--- src/sv/bpc_pkg.sv ---
// shared types and constants for the button press classifier
package bpc_pkg;

    // widths fixed by the scan and result words
    localparam int TICK_W     = 32;
    localparam int COUNT_W    = 16;
    localparam int LOCK_W     = 9;
    localparam int CFG_ADDR_W = 4;
    localparam int CFG_DATA_W = 32;

    // scans of one key before a short or long status clears itself
    localparam logic [LOCK_W-1:0] LOCK_LIMIT = LOCK_W'(300);

    // register indexes on the config port
    localparam logic [1:0] REG_LONG_PRESS      = 2'd0;
    localparam logic [1:0] REG_KEEP_LONG_PRESS = 2'd1;
    localparam logic [1:0] REG_REPEAT_INTERVAL = 2'd2;

    // register reset values
    localparam logic [TICK_W-1:0] LONG_PRESS_RST      = TICK_W'(1000);
    localparam logic [TICK_W-1:0] KEEP_LONG_PRESS_RST = TICK_W'(5000);
    localparam logic [TICK_W-1:0] REPEAT_INTERVAL_RST = TICK_W'(200);

    // press status codes
    typedef enum logic [2:0] {
        ST_NONE      = 3'd0,
        ST_SHORT     = 3'd1,
        ST_LONG      = 3'd2,
        ST_KEEP_LONG = 3'd3,
        ST_REPEAT    = 3'd4
    } status_t;

    // threshold registers
    typedef struct packed {
        logic [TICK_W-1:0] long_press_ticks;
        logic [TICK_W-1:0] keep_long_press_ticks;
        logic [TICK_W-1:0] repeat_interval_ticks;
    } cfg_t;

    // tracking state kept for one key
    typedef struct packed {
        logic               was_pressed;
        logic [TICK_W-1:0]  press_start_tick;
        logic [TICK_W-1:0]  repeat_start_tick;
        logic [COUNT_W-1:0] repeat_counter;
        status_t            status_code;
        logic [LOCK_W-1:0]  lock_counter;
    } key_state_t;

    // result of one scan update
    typedef struct packed {
        status_t            press_status;
        logic [COUNT_W-1:0] repeat_count;
    } key_result_t;

endpackage

--- src/sv/button_press_classifier.sv ---
// top level of the button press classifier: scan register, key state, result register
//
//  channel  | handshake                  | word
//  ---------+----------------------------+-------------------------------------------
//  scan     | scan_valid / scan_stall    | key_index, pin_level, tick_now, acknowledge
//  result   | result_valid / result_stall| key_index_out, press_status, repeat_count
//  config   | apb psel/penable/pready    | three 32-bit thresholds at 0x0, 0x4, 0x8
//
//  one scan word per cycle unless scan_stall is high; a taken scan passes through the scan
//  register, then the key update into the result register
//  the per-key state is read and written in the same cycle, so scans of one key
//  may follow each other back to back
//  reset clears all key state and loads the threshold defaults
//  result_stall holds the result; an empty scan register takes one more word,
//  then scan_stall rises
module button_press_classifier #(
    parameter int NUM_KEYS = 2
) (
    input  logic                             clk,
    input  logic                             rst_n,
    // config port
    input  logic                             psel,
    input  logic                             penable,
    input  logic                             pwrite,
    input  logic [bpc_pkg::CFG_ADDR_W-1:0]   paddr,
    input  logic [bpc_pkg::CFG_DATA_W-1:0]   pwdata,
    output logic [bpc_pkg::CFG_DATA_W-1:0]   prdata,
    output logic                             pready,
    // scan channel
    input  logic                             scan_valid,
    output logic                             scan_stall,
    input  logic                             key_index,
    input  logic                             pin_level,
    input  logic [bpc_pkg::TICK_W-1:0]       tick_now,
    input  logic                             acknowledge,
    // result channel
    output logic                             result_valid,
    input  logic                             result_stall,
    output logic                             key_index_out,
    output logic [2:0]                       press_status,
    output logic [bpc_pkg::COUNT_W-1:0]      repeat_count
);
    import bpc_pkg::*;

    localparam int KEY_W = (NUM_KEYS > 1) ? $clog2(NUM_KEYS) : 1;

    cfg_t              cfg;

    // scan register
    logic              scan_valid_reg;
    logic              scan_key_reg;
    logic              scan_pressed_reg;
    logic [TICK_W-1:0] scan_tick_reg;
    logic              scan_ack_reg;

    // result register
    logic               result_valid_reg;
    logic               result_key_reg;
    status_t            result_status_reg;
    logic [COUNT_W-1:0] result_count_reg;

    // key state
    key_state_t         key_state_reg [NUM_KEYS];
    key_state_t         key_state_next;
    key_state_t         cur_state;
    key_result_t        upd_res;
    logic [KEY_W-1:0]   key_sel;
    logic               key_hit;
    logic               advance;

    bpc_cfg u_cfg (
        .clk     (clk),
        .rst_n   (rst_n),
        .psel    (psel),
        .penable (penable),
        .pwrite  (pwrite),
        .paddr   (paddr),
        .pwdata  (pwdata),
        .prdata  (prdata),
        .pready  (pready),
        .cfg     (cfg)
    );

    // handshake
    assign advance    = !result_valid_reg || !result_stall;
    assign scan_stall = scan_valid_reg && !advance;

    // scan register
    always_ff @(posedge clk or negedge rst_n)
    begin
        if (!rst_n)
            scan_valid_reg <= 1'b0;
        else if (!scan_stall)
            scan_valid_reg <= scan_valid;
    end

    always_ff @(posedge clk)
    begin
        if (scan_valid && !scan_stall)
        begin
            scan_key_reg     <= key_index;
            scan_pressed_reg <= !pin_level;
            scan_tick_reg    <= tick_now;
            scan_ack_reg     <= acknowledge;
        end
    end

    // key selection
    assign key_sel   = KEY_W'(scan_key_reg);
    assign key_hit   = (32'(scan_key_reg) < NUM_KEYS);
    assign cur_state = key_state_reg[key_sel];

    bpc_key_update u_update (
        .cfg     (cfg),
        .cur     (cur_state),
        .pressed (scan_pressed_reg),
        .tick    (scan_tick_reg),
        .ack     (scan_ack_reg),
        .nxt     (key_state_next),
        .res     (upd_res)
    );

    // key state write back
    always_ff @(posedge clk or negedge rst_n)
    begin
        if (!rst_n)
        begin
            for (int i = 0; i < NUM_KEYS; i++)
            begin
                key_state_reg[i] <= '{
                    was_pressed:       1'b0,
                    press_start_tick:  '0,
                    repeat_start_tick: '0,
                    repeat_counter:    '0,
                    status_code:       ST_NONE,
                    lock_counter:      '0
                };
            end
        end
        else if (scan_valid_reg && advance && key_hit)
        begin
            key_state_reg[key_sel] <= key_state_next;
        end
    end

    // result register
    always_ff @(posedge clk or negedge rst_n)
    begin
        if (!rst_n)
            result_valid_reg <= 1'b0;
        else if (advance)
            result_valid_reg <= scan_valid_reg;
    end

    always_ff @(posedge clk)
    begin
        if (scan_valid_reg && advance)
        begin
            result_key_reg <= scan_key_reg;
            if (key_hit)
            begin
                result_status_reg <= upd_res.press_status;
                result_count_reg  <= upd_res.repeat_count;
            end
            else
            begin
                result_status_reg <= ST_NONE;
                result_count_reg  <= '0;
            end
        end
    end

    assign result_valid  = result_valid_reg;
    assign key_index_out = result_key_reg;
    assign press_status  = result_status_reg;
    assign repeat_count  = result_count_reg;

endmodule

--- src/sv/bpc_cfg.sv ---
// apb register file holding the press thresholds
module bpc_cfg (
    input  logic                             clk,
    input  logic                             rst_n,
    input  logic                             psel,
    input  logic                             penable,
    input  logic                             pwrite,
    input  logic [bpc_pkg::CFG_ADDR_W-1:0]   paddr,
    input  logic [bpc_pkg::CFG_DATA_W-1:0]   pwdata,
    output logic [bpc_pkg::CFG_DATA_W-1:0]   prdata,
    output logic                             pready,
    output bpc_pkg::cfg_t                    cfg
);
    import bpc_pkg::*;

    cfg_t       cfg_reg;
    logic       wr_en;
    logic [1:0] reg_idx;

    assign pready  = 1'b1;
    assign wr_en   = psel && penable && pwrite;
    assign reg_idx = paddr[3:2];

    // register writes, unknown indexes dropped
    always_ff @(posedge clk or negedge rst_n)
    begin
        if (!rst_n)
        begin
            cfg_reg.long_press_ticks      <= LONG_PRESS_RST;
            cfg_reg.keep_long_press_ticks <= KEEP_LONG_PRESS_RST;
            cfg_reg.repeat_interval_ticks <= REPEAT_INTERVAL_RST;
        end
        else if (wr_en)
        begin
            case (reg_idx)
                REG_LONG_PRESS:      cfg_reg.long_press_ticks      <= pwdata;
                REG_KEEP_LONG_PRESS: cfg_reg.keep_long_press_ticks <= pwdata;
                REG_REPEAT_INTERVAL: cfg_reg.repeat_interval_ticks <= pwdata;
                default:
                begin
                end
            endcase
        end
    end

    // read mux
    always_comb
    begin
        case (reg_idx)
            REG_LONG_PRESS:      prdata = cfg_reg.long_press_ticks;
            REG_KEEP_LONG_PRESS: prdata = cfg_reg.keep_long_press_ticks;
            REG_REPEAT_INTERVAL: prdata = cfg_reg.repeat_interval_ticks;
            default:             prdata = '0;
        endcase
    end

    assign cfg = cfg_reg;

endmodule

--- src/sv/bpc_key_update.sv ---
// next state and reported status of one key for one scan word
module bpc_key_update (
    input  bpc_pkg::cfg_t                    cfg,
    input  bpc_pkg::key_state_t              cur,
    input  logic                             pressed,
    input  logic [bpc_pkg::TICK_W-1:0]       tick,
    input  logic                             ack,
    output bpc_pkg::key_state_t              nxt,
    output bpc_pkg::key_result_t             res
);
    import bpc_pkg::*;

    logic [TICK_W-1:0] held;
    logic [TICK_W-1:0] since_repeat;
    logic              past_keep_long;
    logic              past_long;
    logic              repeat_due;
    key_state_t        mid;
    logic [LOCK_W-1:0] lock_inc;

    // hold and repeat intervals, modulo 2^32
    assign held           = tick - cur.press_start_tick;
    assign since_repeat   = tick - cur.repeat_start_tick;
    assign past_keep_long = held > cfg.keep_long_press_ticks;
    assign past_long      = held > cfg.long_press_ticks;
    assign repeat_due     = since_repeat > cfg.repeat_interval_ticks;

    always_comb
    begin
        mid = cur;
        // press edge, repeat while held, classify on release
        if (pressed)
        begin
            if (!cur.was_pressed)
            begin
                mid.press_start_tick  = tick;
                mid.repeat_start_tick = tick;
                mid.repeat_counter    = '0;
            end
            else if (!past_keep_long && repeat_due)
            begin
                mid.repeat_start_tick = tick;
                mid.status_code       = ST_REPEAT;
                mid.repeat_counter    = cur.repeat_counter + COUNT_W'(1);
            end
        end
        else if (cur.was_pressed)
        begin
            if (past_keep_long)
                mid.status_code = ST_KEEP_LONG;
            else if (past_long)
                mid.status_code = ST_LONG;
            else
                mid.status_code = ST_SHORT;
            mid.lock_counter = '0;
        end
        mid.was_pressed = pressed;
        lock_inc        = mid.lock_counter + LOCK_W'(1);

        // short and long clear themselves after the lock period
        nxt = mid;
        if (mid.status_code inside {ST_SHORT, ST_LONG})
        begin
            if (lock_inc >= LOCK_LIMIT)
            begin
                nxt.status_code  = ST_NONE;
                nxt.lock_counter = '0;
            end
            else
            begin
                nxt.lock_counter = lock_inc;
            end
        end

        res.press_status = nxt.status_code;
        res.repeat_count = nxt.repeat_counter;

        // acknowledge drops a short status after it has been reported
        if (ack && nxt.status_code == ST_SHORT)
            nxt.status_code = ST_NONE;
    end

endmodule

--- config.mk ---
export PLATFORM = sky130hd
export DESIGN_NAME = button_press_classifier
export DESIGN_NICKNAME = d
export VERILOG_FILES = /design/src/sv/bpc_pkg.sv /design/src/sv/button_press_classifier.sv /design/src/sv/bpc_cfg.sv /design/src/sv/bpc_key_update.sv
export SDC_FILE = /design/constraint.sdc
export NUM_CORES = 1
export LEC_CHECK = 0
export BUFFER_PORTS_ARGS = -buffer_cell sky130_fd_sc_hd__buf_2
export CAP_MARGIN = 30
export CORE_MARGIN = 2
export CORE_UTILIZATION = 40
export DETAILED_ROUTE_END_ITERATION = 8
export SETUP_SLACK_MARGIN = 0.4
export SYNTH_ARGS = -nofsm -noshare
export SYNTH_HDL_FRONTEND = slang
export SYNTH_SLANG_ARGS = --single-unit
--- constraint.sdc ---
create_clock -name clk -period 6.49 [get_ports clk]
set_input_delay 0 -clock clk [delete_from_list [all_inputs] [get_ports clk]]
set_output_delay 0 -clock clk [all_outputs]
set_load 0.005 [all_outputs]
==> metrics.md, run 1 <==
| Metric | Value |
|---|---|
| Setup TNS | `0 ns` |
| Critical Path Start Type | `flip-flop` |
| CTS tree | `yes` |
| Crit path max fanout | `10` |
| Cells after Synth | `just under 2000` |
| Reg clk slew, reported paths | `approximately 0.06 ns` |
| Post-synth EDFFs | `55` |
| Via count | `between 15000 and 20000` |
| Final ANT Viol Nets | `0` |
| Drt first pass iters | `5` |
| Power Density | `approximately 440 nW/um^2` |
| Drt wl/cell | `between 15 and 20 um` |
| Final #Nets | `~2400` |
| Worst setup path category | `flip-flop to flip-flop` |
| Cell variety after synth | `93` |
| Die ar. | `52760 um^2` |
| Synth area leaders | `dfrtp_1 (33%), mux2_2 (10%), ha_1 (10%)` |
| Root buffer cell | `clkbuf_16` |
| Slew HR | `0.3274` |
| Combined area of the multi-input logic cells | `11180 um^2` |
| Critical Path RT | `roughly 7 ns` |
| DRT iter0 DRCs | `~1100` |
| Final setup fails | `0` |
| Finished Core Util | `0.4907` |
| Largest register FFs | `186` |
| Achievable frequency | `~170 MHz` |
| Total core area | `roughly 50000 um^2` |
| Top cell type's share of synthesized area | `0.3316` |
| Syn_nets | `~2200` |
| Die X | `roughly 230 um` |
| Pin count of the biggest net entering global routing | `around 110` |
| H-tree lvl count | `2` |
| CTS buffer count | `41` |
| Final hold vios | `0` |
| Via/cell ratio | `approximately 5.4` |
| Number of global-route vias before repair | `~15000` |
| Max-slew violations | `0` |
| Post-Syn Area per Cell | `~11 um^2` |
| Initial Util | `0.4061` |
| Total GRT Usage | `0.2032` |
| Total power | `between 10 and 15 mW` |
| I/O pin total | `~130` |
| Worst EP arrival | `between 6 and 7 ns` |
| Die height | `between 200 and 250 um` |
| Post-synth top area cell | `dfrtp_1` |
| Top-count cell post-synth | `dfrtp_1` |
| Post-synth ARST share | `0.8378` |
| N_diodes | `0` |
| Synthesis-to-layout area growth | `20.85%` |
| Outcome | `finished clean` |
| Register area | `between 8000 and 9000 um^2` |
| Worst hold path type | `input port to asynchronous set/reset pin` |
| Worst setup margin | `~0.6 ns` |
| DRC | `0` |
| RSZ-0062 raised after global routing | `true` |
| Synth warnings | `0` |
| Worst hold slack | `0.04109 ns` |
| Filler instances | `~4500` |
| Register area share after synthesis | `0.4308` |
| Period utilization | `0.9081` |
| R2R Path End | `key_state_reg[99]` |
| Layout cell share with drive strength beyond 1 | `0.2487` |
| Crit Reg-Reg Startpoint | `key_sel` |
| Std-Cell Rows | `between 80 and 90` |
| Most frequent cells after synthesis | `dfrtp_1 (270), mux2_2 (184), nand2_1 (179)` |
| Clock period minus worst slack | `between 5 and 6 ns` |
| Post-Route WL | `53.91 mm` |
| Clk sink count | `between 300 and 400` |
| Worst Setup End Kind | `flip-flop` |
| LEAKAGE | `between 10 and 15 nW` |
| GP Congestion | `0.8729` |
| Worst-Skew Late Latency | `roughly 0.57 ns` |
| Maxcap violations | `0` |
| Yosys reg bits | `around 340` |
| Worst VDD drop | `between 0.15 and 0.2 mV` |
| Slew @ Worst Pin | `roughly 1.0 ns` |
| CTS Buffer Depth | `3` |
| DP Wirelength | `38.19 mm` |
| Pre-CTS WS | `~0.21 ns` |
| Grt ovf | `0` |
| Worst Clk Skew | `between 0.02 and 0.025 ns` |
| Main synth FF type | `dfrtp_1` |
| Flop-to-flop setup slack | `approximately 0.60 ns` |
| Mapped Area | `roughly 20000 um^2` |
| Port bufs | `between 100 and 150` |
| FF-to-FF path depth | `25` |
| Initial antenna violation count | `1` |
| Global-route wire length before repair | `~85 mm` |
==> critical path, stage by stage, from the launching register on <==
cell and delay (ns):
edfxtp_1 0.37, buf_12 0.16, buf_6 0.18, mux2i_4 0.27
ha_4 0.24, a21oi_2 0.17, o21ai_1 0.14, and2_1 0.18
a211o_1 0.34, o41ai_4 0.29, a211oi_2 0.16, or3_1 0.42
a31o_1 0.23, a21oi_2 0.15, xnor2_1 0.13, ha_1 0.28
a21oi_2 0.20, nor3b_2 0.20, o21ai_2 0.09, o21ai_2 0.20
a21oi_4 0.12, nor3b_4 0.17, buf_4 0.17, o21a_4 0.24
or4_4 0.54, a31oi_1 0.18
==> per-stage QoR <==
| step | std cells | instance area, um^2 |
|---|---|---|
| 2_1_floorplan | 1934 | 20440 |
| 3_3_place_gp | 2694 | 21940 |
| 3_5_place_dp | 2697 | 22010 |
| 4_1_cts | 2853 | 24240 |
| 5_1_grt | 2867 | 24620 |
| 6_report | 2867 | 24620 |
==> cells by family (layout without fill, tap and decap cells) <==
family / after synthesis / count (layout) / synth area share
compound gates: 448 / 449 / 0.1372
fa+ha+maj: 165 / 165 / 0.1021
flops: 339 / 339 / 0.4308
other cells: 1 / 1 / 0.0001841
xor+xnor: 72 / 72 / 0.03095
buf+inv: 192 / 452 / 0.03869
mux: 299 / 299 / 0.1590
simple gates: 418 / 418 / 0.1011
==> worst max-delay path by stage <==
stage	from	end	cells past startpoint
final	key_sel	key_state_reg[99]	25
after global routing	key_sel	key_state_reg[134]	25
after CTS	key_sel	key_state_reg[134]	25
after detailed placement	key_sel	key_state_reg[7]	25
after global placement	key_sel	key_state_reg[6]	26
after floorplan	key_sel	key_state_reg[99]	31
==> routing by layer <==
metal / vias up / routed length, um / GRT usage
met2: 349 / 24130 / 0.3185
li1: 7428 / - / -
met5: - / 12 / 0
met3: 69 / 2264 / 0.02840
met1: 7559 / 26190 / 0.2917
met4: 2 / 1312 / 0.06108
==> placed cells by master (no fill, tap or decap), types with 16 or more instances in the layout <==
cell / n
nor2_1: 73
ha_1: 159
nand3_1: 30
clkbuf_16: 44
o21ai_0: 163
mux2i_1: 106
buf_4: 43
buf_2: 128
dfrtp_1: 270
mux2_2: 184
xnor2_1: 46
xor2_1: 25
nand4_1: 18
o31ai_1: 24
a21o_1: 33
nand2_1: 178
dlygate4sd3_1: 71
edfxtp_1: 55
a21oi_1: 84
nor2b_1: 17
o21a_1: 16
inv_1: 115
==> report_power, final <==
group | switching (mW) | internal [mW] | total [mW]
logic | 3.02 | 2.53 | 5.55
registers | 0.331 | 2.77 | 3.10
clock network | 0.922 | 1.35 | 2.27
==> repair_timing <==
action / CTS / global route
setup buffers: 9 / 12
gates resized for setup: 18 / 51
pin swaps: 12 / 23
hold buffers: 71 / 0
setup endpoints to repair: 93 / 136
endpoints found under the hold margin: 231 / 0
gates cloned: 1 / 1
==> layout make-up <==
| type | count | share of cell area |
|---|---|---|
| timing repair buffer | 262 | 0.08405 |
| inverter | 115 | 0.01753 |
| sequential | 339 | 0.3564 |
| clock inverter | 12 | 0.003862 |
| clock buffer | 63 | 0.05006 |
| multi-input combinational | 1404 | 0.4539 |
| tap | 672 | 0.03415 |
Note: power is estimated with default switching activity, not from simulation.
==> run 2: changes to the inputs <==
- CTS_BUF_LIST: unset -> sky130_fd_sc_hd__clkbuf_4
- PLACE_DENSITY: unset -> 0.7
==> run 2 against run 1 <==
Wire length increased by 2.3%. Largest power group unchanged. Count of clock-buffer cells in the layout rose by 81. Via count rose by 6.6%. Global-route usage about the same. Sequential power about the same. Critical path depth grew 1. Final area up 3.2%. First-iteration DRC count is 9.9% higher. Flip-flop and latch count unchanged.
==> metrics.md, run 2 (synthesis results as in run 1) <==
| Metric | Value |
|---|---|
| Worst-Skew Late Latency | `0.83 ns (+0.26 ns)` |
| Hold Path Sink | `u_cfg.cfg[56]` |
| Worst setup margin | `0.4967 ns (-0.09970 ns)` |
| CTS tree | `yes` |
| Flop-to-flop setup slack | `0.50 ns (-0.10 ns)` |
| Total GRT Usage | `0.2035 (+0.0002700)` |
| Root buffer cell | `clkbuf_4` |
| Maxcap violations | `0 (unchanged)` |
| Hold depth | `6` |
| Period utilization | `0.9235 (+0.01536)` |
| Initial antenna violation count | `4 (+3)` |
| Crit Reg-Reg Startpoint | `key_sel` |
| Setup TNS | `0 ns (unchanged)` |
| Die ar. | `52760 um^2 (unchanged)` |
| DRT iter0 DRCs | `1166 (+9.9%)` |
| Finished Core Util | `0.5067 (+0.01591)` |
| Total power | `10.82 mW (-0.88%)` |
| Power Density | `425.8 nW/um^2 (-4.0%)` |
| Post-Layout Inst Area | `25420 um^2 (+3.2%)` |
| Number of global-route vias before repair | `16460 (+6.5%)` |
| Most frequent cells in the layout | `dfrtp_1 (270), mux2_2 (184), nand2_1 (178), o21ai_0 (162), ha_1 (160)` |
| Drt wl/cell | `18.03 um (-4.1%)` |
| Worst Setup End Kind | `flip-flop` |
| LEAKAGE | `11.56 nW (+3.9%)` |
| Synthesis-to-layout area growth | `24.77%` |
| GP Congestion | `0.9038 (+3.5%)` |
| Most common cell after layout, fill and taps aside | `dfrtp_1` |
| Post-DP Area | `21960 um^2 (-0.25%)` |
| Drt first pass iters | `5 (unchanged)` |
| Die height | `229.7 um (unchanged)` |
| Final Non-Filler Cells | `3057 (+6.6%)` |
| Register area | `8776 um^2 (unchanged)` |
| Slew HR | `0.2809 (-0.04653)` |
| RSZ-0062 raised after global routing | `true` |
| Reg clk slew, reported paths | `0.07 ns (about the same)` |
| Inst Count DP | `2694 (-0.11%)` |
| Final #Nets | `2547 (+5.9%)` |
| Outcome | `finished clean` |
| Worst EP arrival | `6.62 ns (+0.24 ns)` |
| HP Start | `psel` |
| Total core area | `50170 um^2 (unchanged)` |
| Final hold vios | `0 (unchanged)` |
| Worst setup path start | `key_sel` |
| Worst Clk Skew | `0.09012 ns (+0.06543 ns)` |
| Final setup fails | `0 (unchanged)` |
| Worst hold path type | `input port to flip-flop` |
| R2R Path End | `key_state_reg[103]` |
| Grt ovf | `0 (unchanged)` |
| Worst setup path category | `flip-flop to flip-flop` |
| Max-slew violations | `0 (unchanged)` |
| Pre-CTS WS | `0.2423 ns (+0.03298 ns)` |
| CTS Buffer Depth | `3 (unchanged)` |
| Achievable frequency | `166.9 MHz (-1.7%)` |
| Port bufs | `129 (unchanged)` |
| Initial Util | `0.4061 (unchanged)` |
| Final ANT Viol Nets | `0 (unchanged)` |
| Slew @ Worst Pin | `1.079 ns (+0.07193 ns)` |
| CTS buffer count | `94 (+130%)` |
| Crit path max fanout | `7 (-3)` |
| Critical Path Start Type | `flip-flop` |
| Std-Cell Rows | `82 (unchanged)` |
| Critical Path RT | `7.12 ns (+0.15 ns)` |
| DRC | `0 (unchanged)` |
| I/O pin total | `133 (unchanged)` |
| Filler instances | `4428 (-2.3%)` |
| Largest register FFs | `186 (unchanged)` |
| FF-to-FF path depth | `26 (+4.0%)` |
| Via count | `16420 (+6.6%)` |
| Clock period minus worst slack | `5.993 ns (+0.09970 ns)` |
| Worst hold slack | `0.1012 ns (+0.06007 ns)` |
| Pin count of the biggest net entering global routing | `176 (+56%)` |
| Worst VDD drop | `0.1795 mV (-3.1%)` |
| Post-Route WL | `55.13 mm (+2.3%)` |
| Global-route wire length before repair | `86.35 mm (+1.2%)` |
| H-tree lvl count | `3 (+1)` |
| Combined area of the multi-input logic cells | `11210 um^2 (+0.32%)` |
| Layout cell share with drive strength beyond 1 | `0.2749 (+0.02612)` |
| Die X | `229.7 um (unchanged)` |
| DP Wirelength | `37.24 mm (-2.5%)` |
| Via/cell ratio | `5.371 (about the same)` |
| Clk sink count | `339 (unchanged)` |
## run 2: timing repair
action / in CTS / in global routing
gates resized for setup: 6 / 68
pin swaps: 6 / 42
endpoints found under the setup margin: 49 / 126
buffers inserted: 7 / 27
endpoints found under the hold margin: 284 / 0
gates cloned: 0 / 4
hold buffers: 148 / 0
## run 2: report_power, final
group          internal [mW]  switching [mW]  total (mW)
registers               2.77           0.342        3.11
clock network           1.06           0.933        1.99
logic                   2.60            3.12        5.73
total                   6.43            4.40        10.8
## run 2: layout make-up
class / instances / area share
multi-input cells: 1404 / 0.4411
flip-flops and latches: 339 / 0.3452
repair buffers: 350 / 0.1145
clock buffers: 144 / 0.04253
well taps: 672 / 0.03308
inverters: 115 / 0.01698
clock inverters: 31 / 0.006350
diodes: 2 / 0.0001969
## run 2: per-layer routing
layer / global-route usage / wire length (um) / vias up
li1: - / - / 7809
met1: 0.2830 / 25770 / 8077
met2: 0.3192 / 25280 / 445
met3: 0.03770 / 2738 / 86
met4: 0.06879 / 1312 / 2
met5: 0 / 16 / -
## run 2: critical path, stage by stage (launching register included)
cell and delay (ns):
edfxtp_1 0.44, buf_4 0.19, clkbuf_16 0.16, buf_4 0.14, mux2i_2 0.19, ha_2 0.35, o2111ai_1 0.17, a21oi_2 0.14
a211o_1 0.37, o41ai_4 0.28, a211oi_2 0.17, or3_1 0.44, a31o_1 0.24, a21oi_2 0.15, xnor2_1 0.17, ha_1 0.30
nand2_1 0.13, nor3_2 0.06, buf_4 0.13, and4_1 0.21, a21oi_4 0.20, buf_6 0.16, nor3b_4 0.38, buf_4 0.19
or3_1 0.11, a22oi_2 0.09, mux2_2 0.29
## run 2: how the worst max path moves through the flow
| stage | slack [ns] | end | depth (start not counted) |
|---|---|---|---|
| 2_1_floorplan | 0.43 | key_state_reg[99] | 31 |
| 3_3_place_gp | 0.33 | key_state_reg[122] | 27 |
| 3_5_place_dp | 0.24 | key_state_reg[111] | 26 |
| 4_1_cts | 0.41 | key_state_reg[99] | 24 |
| 5_1_grt | 0.27 | key_state_reg[6] | 25 |
| 6_report | 0.50 | key_state_reg[103] | 26 |
==> run 3: changes to the inputs <==
- RECOVER_POWER: unset -> 100
- SLEW_MARGIN: unset -> 5
==> run 3 against run 2 <==
The flow now finishes with violations (max-capacitance violations, max-slew violations). Final area down 1.7%. Worst setup slack better by 0.028 ns. Maximum frequency up 0.47%. Die area unchanged. Cell count down 0.46%. First-iteration DRC count down 8.8%.
==> metrics.md, run 3 (synthesis results as in run 1) <==
| Metric | Value |
|---|---|
| Die X | `229.7 um (unchanged)` |
| Power Density | `424.7 nW/um^2 (-0.24%)` |
| Failing checks | `max-capacitance violations, max-slew violations` |
| Critical Path Start Type | `flip-flop` |
| RSZ-0062 raised after global routing | `true` |
| Crit path max fanout | `18 (+11)` |
| Final Non-Filler Cells | `3043 (-0.46%)` |
| Achievable frequency | `167.6 MHz (+0.47%)` |
| Post-Route WL | `54.68 mm (-0.81%)` |
| Die height | `229.7 um (unchanged)` |
| Filler instances | `4481 (+1.2%)` |
| Finished Core Util | `0.4982 (-0.008430)` |
| Register area | `8776 um^2 (unchanged)` |
| Worst setup path category | `flip-flop to flip-flop` |
| Die ar. | `52760 um^2 (unchanged)` |
| Initial antenna violation count | `3 (-1)` |
| Worst Setup End Kind | `flip-flop` |
| Worst hold path type | `input port to flip-flop` |
| Most frequent cells in the layout | `dfrtp_1 (270), mux2_2 (184), nand2_1 (178), ha_1 (163), o21ai_0 (162)` |
| Total core area | `50170 um^2 (unchanged)` |
| Final ANT Viol Nets | `0 (unchanged)` |
| Slew HR | `-1.874 (-2.155)` |
| Drt first pass iters | `7 (+2)` |
| DRC | `0 (unchanged)` |
| CTS tree | `yes` |
| Layout cell share with drive strength beyond 1 | `0.2308 (-0.04406)` |
| Critical Path RT | `7.16 ns (+0.04 ns)` |
| Inst Count DP | `2694 (unchanged)` |
| DP Wirelength | `37.20 mm (about the same)` |
| GP Congestion | `0.9038 (unchanged)` |
| Worst hold slack | `0.4247 ns (+0.3235 ns)` |
| Period utilization | `0.9192 (-0.004310)` |
| DRT iter0 DRCs | `1063 (-8.8%)` |
| Clock period minus worst slack | `5.965 ns (-0.02797 ns)` |
| Initial Util | `0.4061 (unchanged)` |
| Synthesis-to-layout area growth | `22.69%` |
| Max-slew violations | `396 (+396)` |
| Worst EP arrival | `6.64 ns (+0.02 ns)` |
| Via count | `16390 (-0.19%)` |
| Clk sink count | `339 (unchanged)` |
| I/O pin total | `133 (unchanged)` |
| Maxcap violations | `8 (+8)` |
| H-tree lvl count | `3 (unchanged)` |
| Root buffer cell | `clkbuf_4` |
| Worst setup margin | `0.5247 ns (+0.02797 ns)` |
| Pin count of the biggest net entering global routing | `176 (unchanged)` |
| Most common cell after layout, fill and taps aside | `dfrtp_1` |
| Port bufs | `129 (unchanged)` |
| Std-Cell Rows | `82 (unchanged)` |
| Number of global-route vias before repair | `16480 (+0.085%)` |
| Worst-Skew Late Latency | `0.85 ns (+0.02 ns)` |
| Worst VDD drop | `0.2258 mV (+26%)` |
| Combined area of the multi-input logic cells | `11060 um^2 (-1.4%)` |
| Grt ovf | `0 (unchanged)` |
| LEAKAGE | `11.24 nW (-2.7%)` |
| Via/cell ratio | `5.385 (+0.27%)` |
| CTS buffer count | `92 (-2.1%)` |
| Drt wl/cell | `17.97 um (-0.35%)` |
| Pre-CTS WS | `0.2553 ns (+0.01300 ns)` |
| Largest register FFs | `186 (unchanged)` |
| CTS Buffer Depth | `3 (unchanged)` |
| Final #Nets | `2540 (-0.27%)` |
| Final hold vios | `0 (unchanged)` |
| Global-route wire length before repair | `86.88 mm (+0.62%)` |
| Worst Clk Skew | `0.07408 ns (-0.01604 ns)` |
| Total GRT Usage | `0.2049 (+0.001398)` |
| Slew @ Worst Pin | `4.311 ns (+3.232 ns)` |
| Outcome | `complete, but fails checks` |
| Setup TNS | `0 ns (unchanged)` |
| Final setup fails | `0 (unchanged)` |
| Reg clk slew, reported paths | `0.07 ns (about the same)` |
## run 3: cell count changes in the layout (fill, tap and decap cells not counted), sizes merged
cell | previous run | this run
buf | 200 | 127
clkbuf | 147 | 195
dlygate4sd3 | 147 | 155
bufinv | 1 | 2
clkinvlp | 1 | 2
diode | 2 | 1
dlymetal6s2s | 0 | 1
inv | 118 | 119
## run 3: repair_timing
item / in CTS / in global routing
buffers inserted: 13 / 9
pin swaps: 8 / 21
gates resized for setup: 7 / 44
hold buffers: 156 / 0
endpoints found under the setup margin: 48 / 135
cloned: 0 / 3
endpoints found under the hold margin: 313 / 0
## run 3: through the flow
stage	area, um^2	power (mW)
3_3_place_gp	21890	7.954
3_5_place_dp	21950	8.175
5_1_grt	25000	11.45
4_1_cts	24860	10.32
2_1_floorplan	20440	6.745
6_report	25000	10.62
## run 3: critical path: stages, from the launching register on
cell and delay [ns]:
edfxtp_1 0.41, buf_12 0.18, buf_4 0.14, mux2i_1 0.24, ha_1 0.33, a21o_1 0.21, a21oi_2 0.18, o21ai_1 0.13
a31o_2 0.27, a21oi_2 0.16, o21ai_1 0.09, a211o_1 0.36, a21boi_4 0.26, nor4bb_1 0.08, a311o_1 0.37, ha_1 0.29
nand4_1 0.17, buf_4 0.20, o21ai_2 0.24, or2_4 0.19, o211ai_4 0.11, and3_1 0.22, buf_12 0.16, o21ai_4 0.16
buf_12 0.17, buf_12 0.15, mux2_2 0.34
## run 3: report_power, final
part	internal, mW	switching [mW]
combinational	2.50	3.06
sequential	2.77	0.332
clock	1.03	0.925
total	6.30	4.32
## run 3: worst paths after layout
check,from,to,slack [ns],depth (start not counted)
worst max-delay path,key_sel,key_state_reg[133],0.52,26
worst min-delay path,tick_now[2],scan_tick_reg[2],0.42,3
worst max register to register,key_sel,key_state_reg[133],0.52,26
worst min register to register,key_state_reg[21],key_state_reg[21],0.47,1
max in group asynchronous,rst_n,u_cfg.cfg[89],1.09,4
min in group asynchronous,rst_n,u_cfg.cfg[6],1.06,3
## run 3: per-layer routing
metal / global-route usage / vias to the layer above / wire (um)
li1: - / 7778 / -
met1: 0.2843 / 8075 / 25330
met2: 0.3218 / 448 / 25360
met3: 0.03571 / 85 / 2808
met4: 0.07386 / 2 / 1170
met5: 0 / - / 16
## run 3: area by class of cell
class,instances,share of cell area
inverters,115,0.01727
clock buffers,133,0.03994
multi-input cells,1404,0.4424
repair buffers,345,0.1076
clock inverters,34,0.007959
diodes,1,0.0001001
flip-flops and latches,339,0.3511
well taps,672,0.03364
